<file path="src/rtl/bpc_pkg.sv">
// Shared types and constants for the button press classifier.
// Holds the configuration struct, register indexes and event codes.
// No dependencies.
`default_nettype none

package bpc_pkg;

  localparam int unsigned CfgWidth   = 16;
  localparam int unsigned IndexWidth = 2;
  localparam int unsigned ElapsedWidth = 16;
  localparam int unsigned EventWidth = 2;

  localparam logic [IndexWidth-1:0] CFG_FILTER_TIME = 2'd0;
  localparam logic [IndexWidth-1:0] CFG_LONG_TIME   = 2'd1;

  localparam logic [CfgWidth-1:0] FILTER_TIME_RESET = 16'd10;
  localparam logic [CfgWidth-1:0] LONG_TIME_RESET   = 16'd500;

  localparam logic [EventWidth-1:0] EV_NONE  = 2'd0;
  localparam logic [EventWidth-1:0] EV_SHORT = 2'd1;
  localparam logic [EventWidth-1:0] EV_LONG  = 2'd2;

  typedef struct packed {
    logic [CfgWidth-1:0] filter_time;
    logic [CfgWidth-1:0] long_time;
  } cfg_t;

endpackage

`default_nettype wire

</file>
<file path="src/rtl/bpc_cfg_regs.sv">
// Configuration registers of the button press classifier.
// Depends on bpc_pkg for the register indexes and the cfg_t struct.
`default_nettype none

module bpc_cfg_regs (
  input  wire logic                           clk_i,
  input  wire logic                           rst_ni,
  input  wire logic                           cfg_we_i,
  input  wire logic [bpc_pkg::IndexWidth-1:0] cfg_index_i,
  input  wire logic [bpc_pkg::CfgWidth-1:0]   cfg_data_i,
  output bpc_pkg::cfg_t                       cfg_o
);

  bpc_pkg::cfg_t cfg_q;

  always_ff @(posedge clk_i or negedge rst_ni) begin
    if (!rst_ni) begin
      cfg_q.filter_time <= bpc_pkg::FILTER_TIME_RESET;
      cfg_q.long_time   <= bpc_pkg::LONG_TIME_RESET;
    end else if (cfg_we_i) begin
      case (cfg_index_i)
        bpc_pkg::CFG_FILTER_TIME: cfg_q.filter_time <= cfg_data_i;
        bpc_pkg::CFG_LONG_TIME:   cfg_q.long_time   <= cfg_data_i;
        default: ;
      endcase
    end
  end

  assign cfg_o = cfg_q;

endmodule

`default_nettype wire

</file>
<file path="src/rtl/bpc_fsm.sv">
// Phase state machine and time-in-phase counter of the button press classifier.
// Depends on bpc_pkg for the cfg_t struct and the event codes.
`default_nettype none

module bpc_fsm #(
  parameter int unsigned TIME_WIDTH = 16
) (
  input  wire logic                             clk_i,
  input  wire logic                             rst_ni,
  input  wire logic                             advance_i,
  input  wire logic                             button_down_i,
  input  wire logic [bpc_pkg::ElapsedWidth-1:0] elapsed_i,
  input  wire bpc_pkg::cfg_t                    cfg_i,
  output logic      [bpc_pkg::EventWidth-1:0]   event_o
);

  typedef enum logic [2:0] {
    PH_IDLE   = 3'd0,
    PH_FILTER = 3'd1,
    PH_HELD   = 3'd2,
    PH_SHORT  = 3'd3,
    PH_LONG   = 3'd4
  } phase_e;

  localparam int unsigned CmpWidth =
    (TIME_WIDTH > bpc_pkg::CfgWidth) ? TIME_WIDTH : bpc_pkg::CfgWidth;

  phase_e phase_q, phase_d;
  logic [TIME_WIDTH-1:0] time_q, time_d;

  logic [CmpWidth:0] time_ext;
  logic [CmpWidth:0] filter_ext;
  logic [CmpWidth:0] long_ext;
  logic [CmpWidth:0] elapsed_ext;
  logic [CmpWidth:0] time_max;
  logic [CmpWidth:0] sum;

  assign time_ext    = {{(CmpWidth + 1 - TIME_WIDTH){1'b0}}, time_q};
  assign filter_ext  = {{(CmpWidth + 1 - bpc_pkg::CfgWidth){1'b0}}, cfg_i.filter_time};
  assign long_ext    = {{(CmpWidth + 1 - bpc_pkg::CfgWidth){1'b0}}, cfg_i.long_time};
  assign elapsed_ext = {{(CmpWidth + 1 - bpc_pkg::ElapsedWidth){1'b0}}, elapsed_i};
  assign time_max    = {{(CmpWidth + 1 - TIME_WIDTH){1'b0}}, {TIME_WIDTH{1'b1}}};
  assign sum         = time_ext + elapsed_ext;

  always_comb begin
    case (phase_q)
      PH_FILTER: begin
        if (time_ext < filter_ext) begin
          phase_d = PH_FILTER;
        end else begin
          phase_d = button_down_i ? PH_HELD : PH_IDLE;
        end
      end
      PH_HELD: begin
        if (button_down_i) begin
          phase_d = PH_HELD;
        end else begin
          phase_d = (time_ext < long_ext) ? PH_SHORT : PH_LONG;
        end
      end
      PH_SHORT: phase_d = PH_IDLE;
      PH_LONG:  phase_d = PH_IDLE;
      default:  phase_d = button_down_i ? PH_FILTER : PH_IDLE;
    endcase

    if (phase_d != phase_q) begin
      time_d = '0;
    end else if (sum > time_max) begin
      time_d = '1;
    end else begin
      time_d = sum[TIME_WIDTH-1:0];
    end

    case (phase_d)
      PH_SHORT: event_o = bpc_pkg::EV_SHORT;
      PH_LONG:  event_o = bpc_pkg::EV_LONG;
      default:  event_o = bpc_pkg::EV_NONE;
    endcase
  end

  always_ff @(posedge clk_i or negedge rst_ni) begin
    if (!rst_ni) begin
      phase_q <= PH_IDLE;
      time_q  <= '0;
    end else if (advance_i) begin
      phase_q <= phase_d;
      time_q  <= time_d;
    end
  end

endmodule

`default_nettype wire

</file>
<file path="src/rtl/button_press_classifier_unit.sv">
// Button press classifier top level: stream ports, input and result registers.
// Depends on bpc_pkg, bpc_cfg_regs and bpc_fsm.
//
// Each input transaction carries one button sample and the milliseconds since the
// previous sample; each yields exactly one result transaction with the press event
// (none, short or long) seen after that sample. The block takes one transaction
// per clock cycle while the output is not stalled; the sample is held in the input
// register, from which its result is written to the result register. The rate is
// set by the update of the phase register and time counter, whose logic sits
// between the input register and the result register. Configuration writes take
// effect on the next cycle and are meant to be issued while no transaction is in flight.
`default_nettype none

module button_press_classifier_unit #(
  parameter int unsigned TIME_WIDTH = 16
) (
  input  wire logic                           clk_i,
  input  wire logic                           rst_ni,
  input  wire logic                           cfg_we_i,
  input  wire logic [bpc_pkg::IndexWidth-1:0] cfg_index_i,
  input  wire logic [bpc_pkg::CfgWidth-1:0]   cfg_data_i,
  input  wire logic                           s_axis_tvalid,
  output logic                                s_axis_tready,
  // Fields from bit 0 up: button_down [0], elapsed_ms [16:1], zero fill [23:17].
  input  wire logic [23:0]                    s_axis_tdata,
  output logic                                m_axis_tvalid,
  input  wire logic                           m_axis_tready,
  // Fields from bit 0 up: press_event [1:0], zero fill [7:2].
  output logic      [7:0]                     m_axis_tdata
);

  bpc_pkg::cfg_t cfg;

  logic                             in_valid_q, in_valid_d;
  logic                             in_down_q;
  logic [bpc_pkg::ElapsedWidth-1:0] in_elapsed_q;
  logic                             out_valid_q, out_valid_d;
  logic [bpc_pkg::EventWidth-1:0]   out_event_q;
  logic [bpc_pkg::EventWidth-1:0]   event_d;
  logic                             accept;
  logic                             advance;

  bpc_cfg_regs u_cfg (
    .clk_i       (clk_i),
    .rst_ni      (rst_ni),
    .cfg_we_i    (cfg_we_i),
    .cfg_index_i (cfg_index_i),
    .cfg_data_i  (cfg_data_i),
    .cfg_o       (cfg)
  );

  bpc_fsm #(
    .TIME_WIDTH (TIME_WIDTH)
  ) u_fsm (
    .clk_i         (clk_i),
    .rst_ni        (rst_ni),
    .advance_i     (advance),
    .button_down_i (in_down_q),
    .elapsed_i     (in_elapsed_q),
    .cfg_i         (cfg),
    .event_o       (event_d)
  );

  assign advance       = in_valid_q && (!out_valid_q || m_axis_tready);
  assign s_axis_tready = !in_valid_q || advance;
  assign accept        = s_axis_tvalid && s_axis_tready;

  always_comb begin
    if (accept) begin
      in_valid_d = 1'b1;
    end else if (advance) begin
      in_valid_d = 1'b0;
    end else begin
      in_valid_d = in_valid_q;
    end

    if (advance) begin
      out_valid_d = 1'b1;
    end else if (m_axis_tready) begin
      out_valid_d = 1'b0;
    end else begin
      out_valid_d = out_valid_q;
    end
  end

  always_ff @(posedge clk_i or negedge rst_ni) begin
    if (!rst_ni) begin
      in_valid_q  <= 1'b0;
      out_valid_q <= 1'b0;
    end else begin
      in_valid_q  <= in_valid_d;
      out_valid_q <= out_valid_d;
    end
  end

  always_ff @(posedge clk_i) begin
    if (accept) begin
      in_down_q    <= s_axis_tdata[0];
      in_elapsed_q <= s_axis_tdata[bpc_pkg::ElapsedWidth:1];
    end
    if (advance) begin
      out_event_q <= event_d;
    end
  end

  assign m_axis_tvalid = out_valid_q;
  assign m_axis_tdata  = {{(8 - bpc_pkg::EventWidth){1'b0}}, out_event_q};

  assert property (@(posedge clk_i) disable iff (!rst_ni)
    m_axis_tvalid |-> (m_axis_tdata[1:0] != 2'd3))
    else $error("press event code 3 produced");

  assert property (@(posedge clk_i) disable iff (!rst_ni)
    advance |=> m_axis_tvalid)
    else $error("advanced item did not reach the result register");

  assert property (@(posedge clk_i) disable iff (!rst_ni)
    (in_valid_q && out_valid_q && !m_axis_tready) |-> !s_axis_tready)
    else $error("input accepted while both stages are full and stalled");

endmodule

`default_nettype wire

</file>
<file path="config.mk">
export PLATFORM = sky130hd
export DESIGN_NAME = button_press_classifier_unit
export DESIGN_NICKNAME = d
export VERILOG_FILES = /design/src/rtl/bpc_pkg.sv /design/src/rtl/bpc_cfg_regs.sv /design/src/rtl/bpc_fsm.sv /design/src/rtl/button_press_classifier_unit.sv
export SDC_FILE = /design/constraint.sdc
export NUM_CORES = 1
export LEC_CHECK = 0
export BUFFER_PORTS_ARGS = -buffer_cell sky130_fd_sc_hd__buf_2
export CORE_MARGIN = 4
export CORE_UTILIZATION = 45
export DETAILED_ROUTE_END_ITERATION = 10
export PLACE_DENSITY_LB_ADDON = 0.2
export SLEW_MARGIN = 0
export SYNTH_ARGS = -nofsm -noshare
export SYNTH_HDL_FRONTEND = slang
export SYNTH_SLANG_ARGS = --single-unit
export TNS_END_PERCENT = 1
</file>
<file path="constraint.sdc">
create_clock -name clk_i -period 3.1 [get_ports clk_i]
set_input_delay 0.155 -clock clk_i [delete_from_list [all_inputs] [get_ports clk_i]]
set_output_delay 0.155 -clock clk_i [all_outputs]
set_load 0.005 [all_outputs]
</file>
* Yosys cells after proc, flatten, opt, wreduce, memory -nomap -nowiden
Index checks and enable logic that the tools add are counted.
** Word-level totals
- Flip-flop bits (word level) :: 72
- Word-level logic and storage cells :: 46
- Input bits :: 47
- Output and inout bits :: 10
** Operators by class
- Order comparisons :: 3
- $add $sub $neg :: 1
- Multiplexer cells :: 13
- Eq/ne operators :: 8
- Reductions and logical operators :: 12
** Operator list (number)
- 16-bit < comparator :: 2
- 16-bit two-way mux :: 2
- 16-bit by 16-bit adder with 17-bit output :: 1
- 17-bit by 16-bit greater-than comparator with 1-bit output (second input constant) :: 1
- 3-bit by 2-bit == test with 1-bit output (second input constant) :: 3
- 3-bit two-way mux :: 3
- 3-bit one-hot mux with 3 select lines :: 1
- 3-bit == test (second input constant) :: 2
- 1-bit two-way mux :: 5
- 2-bit one-hot mux with 2 select lines :: 1
- 2-bit AND reduction :: 2
- 2-bit nonzero test :: 2
- 3-bit by 1-bit == test with 1-bit output (second input constant) :: 1
- 3-bit != test :: 1
- 2-bit by 1-bit == test with 1-bit output (second input constant) :: 1
- 1-bit logical AND :: 2
- 1-bit logical NOT :: 2
- 2-bit logical NOT :: 1
- 1-bit logical OR :: 2
- 2-bit two-way mux :: 1
- 2-bit OR reduction :: 1

* Longest topological paths before layout
- Word-level depth :: 6
- Depth in mapped cells :: 11
- Depth with buffers taken out :: 10

* Hierarchy
Synthesis repeated with hierarchy kept, for this count alone.
** Second synthesis, totals
- Cell total of the unflattened synthesis :: 413
- Area, all modules :: 4385.5 um^2
** By module, submodules not included
- bpc_fsm :: cells each 311, seq. area each 475.5 um^2, instances 1, area an instance 2439.8 um^2
- bpc_cfg_regs :: cells each 68, seq. area each 810.8 um^2, instances 1, area an instance 1222.4 um^2
- button_press_classifier_unit :: cells each 34, seq. area each 620.6 um^2, instances 1, area an instance 723.2 um^2

* Worst setup path after synthesis
No wires, ideal clock.
- Kind :: reg-to-reg
- Start point :: reg u_fsm.time_q[0]
- End point :: reg u_fsm.time_q[4]
- Cell stages (with the launch flop) :: 12
- Clock period less this slack :: 2130 ps
- Required time :: 2975 ps
- Path buffers :: 1
- Arrival time :: 2005 ps
- Setup slack :: 970 ps
- Setup time :: 125 ps
- Cells stage by stage :: dfrtp_1 -> ha_1 -> inv_1 -> fa_1 -> nor2b_1 -> o31a_2 -> o21a_1 -> o221ai_2 -> o21ai_2 -> buf_6 -> nor2_1 -> o21ai_1
** On the way
- Word-level cells in the longest chain between the ends :: 6
- Elaborated cells on any way between the ends :: 11
- Those cells by class :: add/sub: 1; order compare: 3; eq/ne: 1; mux: 6
** RTL lines
- start: declaration :: RTL line bpc_fsm.sv:29 : logic [TIME_WIDTH-1:0] time_q, time_d;
- start signal: assignment :: RTL line bpc_fsm.sv:87 : time_q <= time_d;
- branches (longest 5 deep; another with 16-bit by 16-bit adder with 17-bit output)
- 16-bit two-way mux (*) :: RTL line bpc_fsm.sv:66 : if (phase_d != phase_q) begin
Every way passes the cells marked *.
A chain may end at the register's enable or synchronous reset.

* Final worst setup path
- Start point :: reg u_fsm.time_q[0]
- End point :: reg u_fsm.time_q[11]
Same word-level chain as after synthesis.

==> out/metrics.cfg <==
[worst_setup_path]
cpMaxStageDelayCell = o21ai_2
r2r_cells = 10
reg2reg_setup_slack_ns = 0.48
r2r-end = u_fsm.time_q[11]
critPathKind = register to register
cp_max_fo = 14
crit_chain = ha_1, inv_1, fa_1, nor2b_1, o31a_2, o21a_1, o221ai_2, o21ai_2, nor3_1, o21ai_0
r2r-start = u_fsm.time_q[0]
arrival_ns = 2.89
startpoint_type = register
endpoint_kind = register
required_ns = 3.36
slowest_delay_ns = 0.49

[synth]
ys.flop_type = dfrtp_1
synth_edf_count = 19
synth_cell_types = 52
ys_warn_count = 0
avgSynthCellArea_um2 = 9.891
syn_area_mm2 = 0.004263
synth_seq_cells = 72
synthArstFlopShare = 0.7361
postSynthCellCount = 431
ys_seq_area_frac = 0.4473

[drt]
antenna_left = 0
via_per_inst = 5.027
drc = 0
wirelength_um = 8382
wl_per_cell_um = 13.37
via_count = 3152
dr.pass1.iters = 4
drtIter0Drc = 82

[clock_tree]
cts_tree = done
cts_max_level = 3
post_cts_buffers = 0
cts_made_buffers = 9
clk_path_buf_depth = 2
clk_latency_ns = 0.35
cts.clk_slew.worst_paths_ns = 0.08
cts.sinks = 72
root_buffer = clkbuf_8

[layout]
area_growth_pct = 15.61
final_area_mm2 = 0.004928
nNetsFinal = 587
finish.utilization = 0.5334
drive_above_1_share = 0.1847
fillCellCount = 848
n_antenna_cell = 0

[hold_path]
holdPathEnd = u_cfg.cfg_o[18]
hp-start = cfg_data_i[2]
holdPathStages = 3
hp-class = primary input to register

[sta]
setup_slack_ns = 0.4766
slew_headroom = 0.4189
fmax_mhz = 381.2
post-route-min-period_ns = 2.623
fin_tns_setup_ns = 0
rsz0062_at_grt = false
skew_ns = 0.006018
finalSetupViolations = 0
drv_slew = 0
tightest_slew_ns = 0.8690
period_share = 0.8463
final-hold-violation-count = 0

[die]
die_h_um = 105.3
io_pins = 57
core_area_mm2 = 0.009240
design.die.area_mm2 = 0.01109
start_util = 0.4613
die_w_um = 105.3
rows = 35

[global_route]
grt_antenna_before_repair = 0
first_global_vias = 3165
track_usage = 0.1662
grt_max_degree = 31
grt-ovfl-total = 0
grt_pass1_wl_um = 14930

[placed_design]
io_buffer_count = 43
postPlaceCellArea_mm2 = 0.004583
place_ws_ns = 0.5192
gp_congestion = 0.8301
hpwl_um = 6243

[power_and_ir_drop]
ir_drop_mv = 0.2694
p_leak_nw = 2.340
powerDensity_mw_per_mm2 = 692.8

[flow_run]
cap_violations = 0

[run_status]
outcome = complete, no violations

==> kinds of logic after synthesis <==
kind of cell / count (synthesis) / synth area share
compound gates: 110 / 0.1532
xor+xnor: 10 / 0.02054
other cells: 1 / 0.0008797
mux: 21 / 0.05489
fa+ha+maj: 47 / 0.1397
flops: 72 / 0.4473
simple gates: 111 / 0.1233
buf+inv: 59 / 0.06017
==> worst max path at each step <==
stage,from,end
floorplan,u_fsm.time_q[0],u_fsm.time_q[4]
global placement,u_fsm.time_q[0],u_fsm.time_q[11]
detailed placement,u_fsm.time_q[0],u_fsm.time_q[11]
CTS,u_fsm.time_q[0],u_fsm.time_q[3]
global route,u_fsm.time_q[0],u_fsm.time_q[3]
finish,u_fsm.time_q[0],u_fsm.time_q[11]
==> synthesized netlist by cell type (3+ instances only) <==
cell / number / area [um2]
nand3_1: 3 / 15.01
o21ai_1: 9 / 45.04
buf_4: 6 / 45.04
nand2b_1: 7 / 43.79
dfstp_2: 8 / 210.2
nor3_1: 6 / 30.03
clkbuf_1: 7 / 26.28
ha_1: 46 / 575.6
xor2_1: 6 / 52.55
and3_1: 3 / 18.77
nand2_1: 49 / 183.9
dfrtp_1: 45 / 1126
xnor2_1: 4 / 35.03
inv_1: 41 / 153.9
a31oi_1: 3 / 18.77
mux2_2: 19 / 214.0
nor3b_1: 3 / 22.52
buf_2: 4 / 20.02
o22ai_1: 4 / 25.02
a21oi_1: 29 / 145.1
edfxtp_1: 19 / 570.6
nor2_1: 21 / 78.83
nor2b_1: 3 / 18.77
a21o_1: 5 / 37.54
nand4_1: 4 / 25.02
o21ai_0: 37 / 185.2
nand3b_1: 4 / 30.03
o21a_1: 7 / 52.55
==> power by group <==
part	switching [mW]	internal, mW
clock network	0.355	0.308
logic	0.763	0.643
registers	0.171	1.17
==> final cells by class <==
class	instances	area (um2)	share of cell area
clock buffers	12	145.1	0.02945
well taps	129	161.4	0.03275
multi-input cells	305	2123	0.4308
inverters	41	153.9	0.03123
flip-flops and latches	72	1907	0.3869
repair buffers	64	417.9	0.08479
clock inverters	4	20.02	0.004062
==> flip-flops by register name, summed over array words and instances (netlist names) <==
register,count
u_fsm.phase_q,3
in_valid_q,1
in_down_q,1
u_cfg.cfg_o,32
in_elapsed_q,16
u_fsm.time_q,16
m_axis_tvalid,1
out_event_q,2
==> layout by cell type, fill, tap and decap left out, types with 4 or more instances in the layout <==
cell type,count
o21ai_0,37
dfrtp_1,45
o22ai_1,4
nor3_1,6
buf_2,43
clkinv_2,4
o21a_1,7
mux2_2,19
ha_1,46
o21ai_1,9
dlygate4sd3_1,18
xor2_1,6
dfstp_2,8
xnor2_1,4
conb_1,6
inv_1,41
edfxtp_1,19
clkbuf_8,10
a21oi_1,29
nand2b_1,7
a21o_1,5
nand2_1,49
nand4_1,4
nor2_1,21
nand3b_1,4
==> critical path, delay by kind of cell, from the launching register on <==
kind | cells | cell delay (ns)
buffers and inverters | 1 | 0.06
adders and majority gates | 2 | 0.58
AOI/OAI and AO/OA | 5 | 1.21
and+or+nand+nor | 2 | 0.30
DFF | 1 | 0.39
==> through the flow <==
step	power [mW]	instances	hold WS, ns
finish	3.414	627	0.01844
global route	3.740	627	0.02553
CTS	3.438	627	0.01058
detailed placement	2.744	593	0.1652
global placement	2.701	593	0.1605
floorplan	2.427	436	-0.1406
==> metal layers <==
metal	up-vias	part of all wire	wire length, um	global-route usage
li1	1628	-	-	-
met3	10	0.041	344	0.03062
met1	1448	0.49	4133	0.2271
met5	-	0	0	0
met4	0	0.017	144	0.06748
met2	66	0.45	3758	0.2600
==> timing repair <==
item / in CTS / in global routing
hold buffers: 18 / 0
endpoints found under the hold margin: 35 / 0
gates resized for setup: 0 / 0
(Power assumes the default switching activity.)
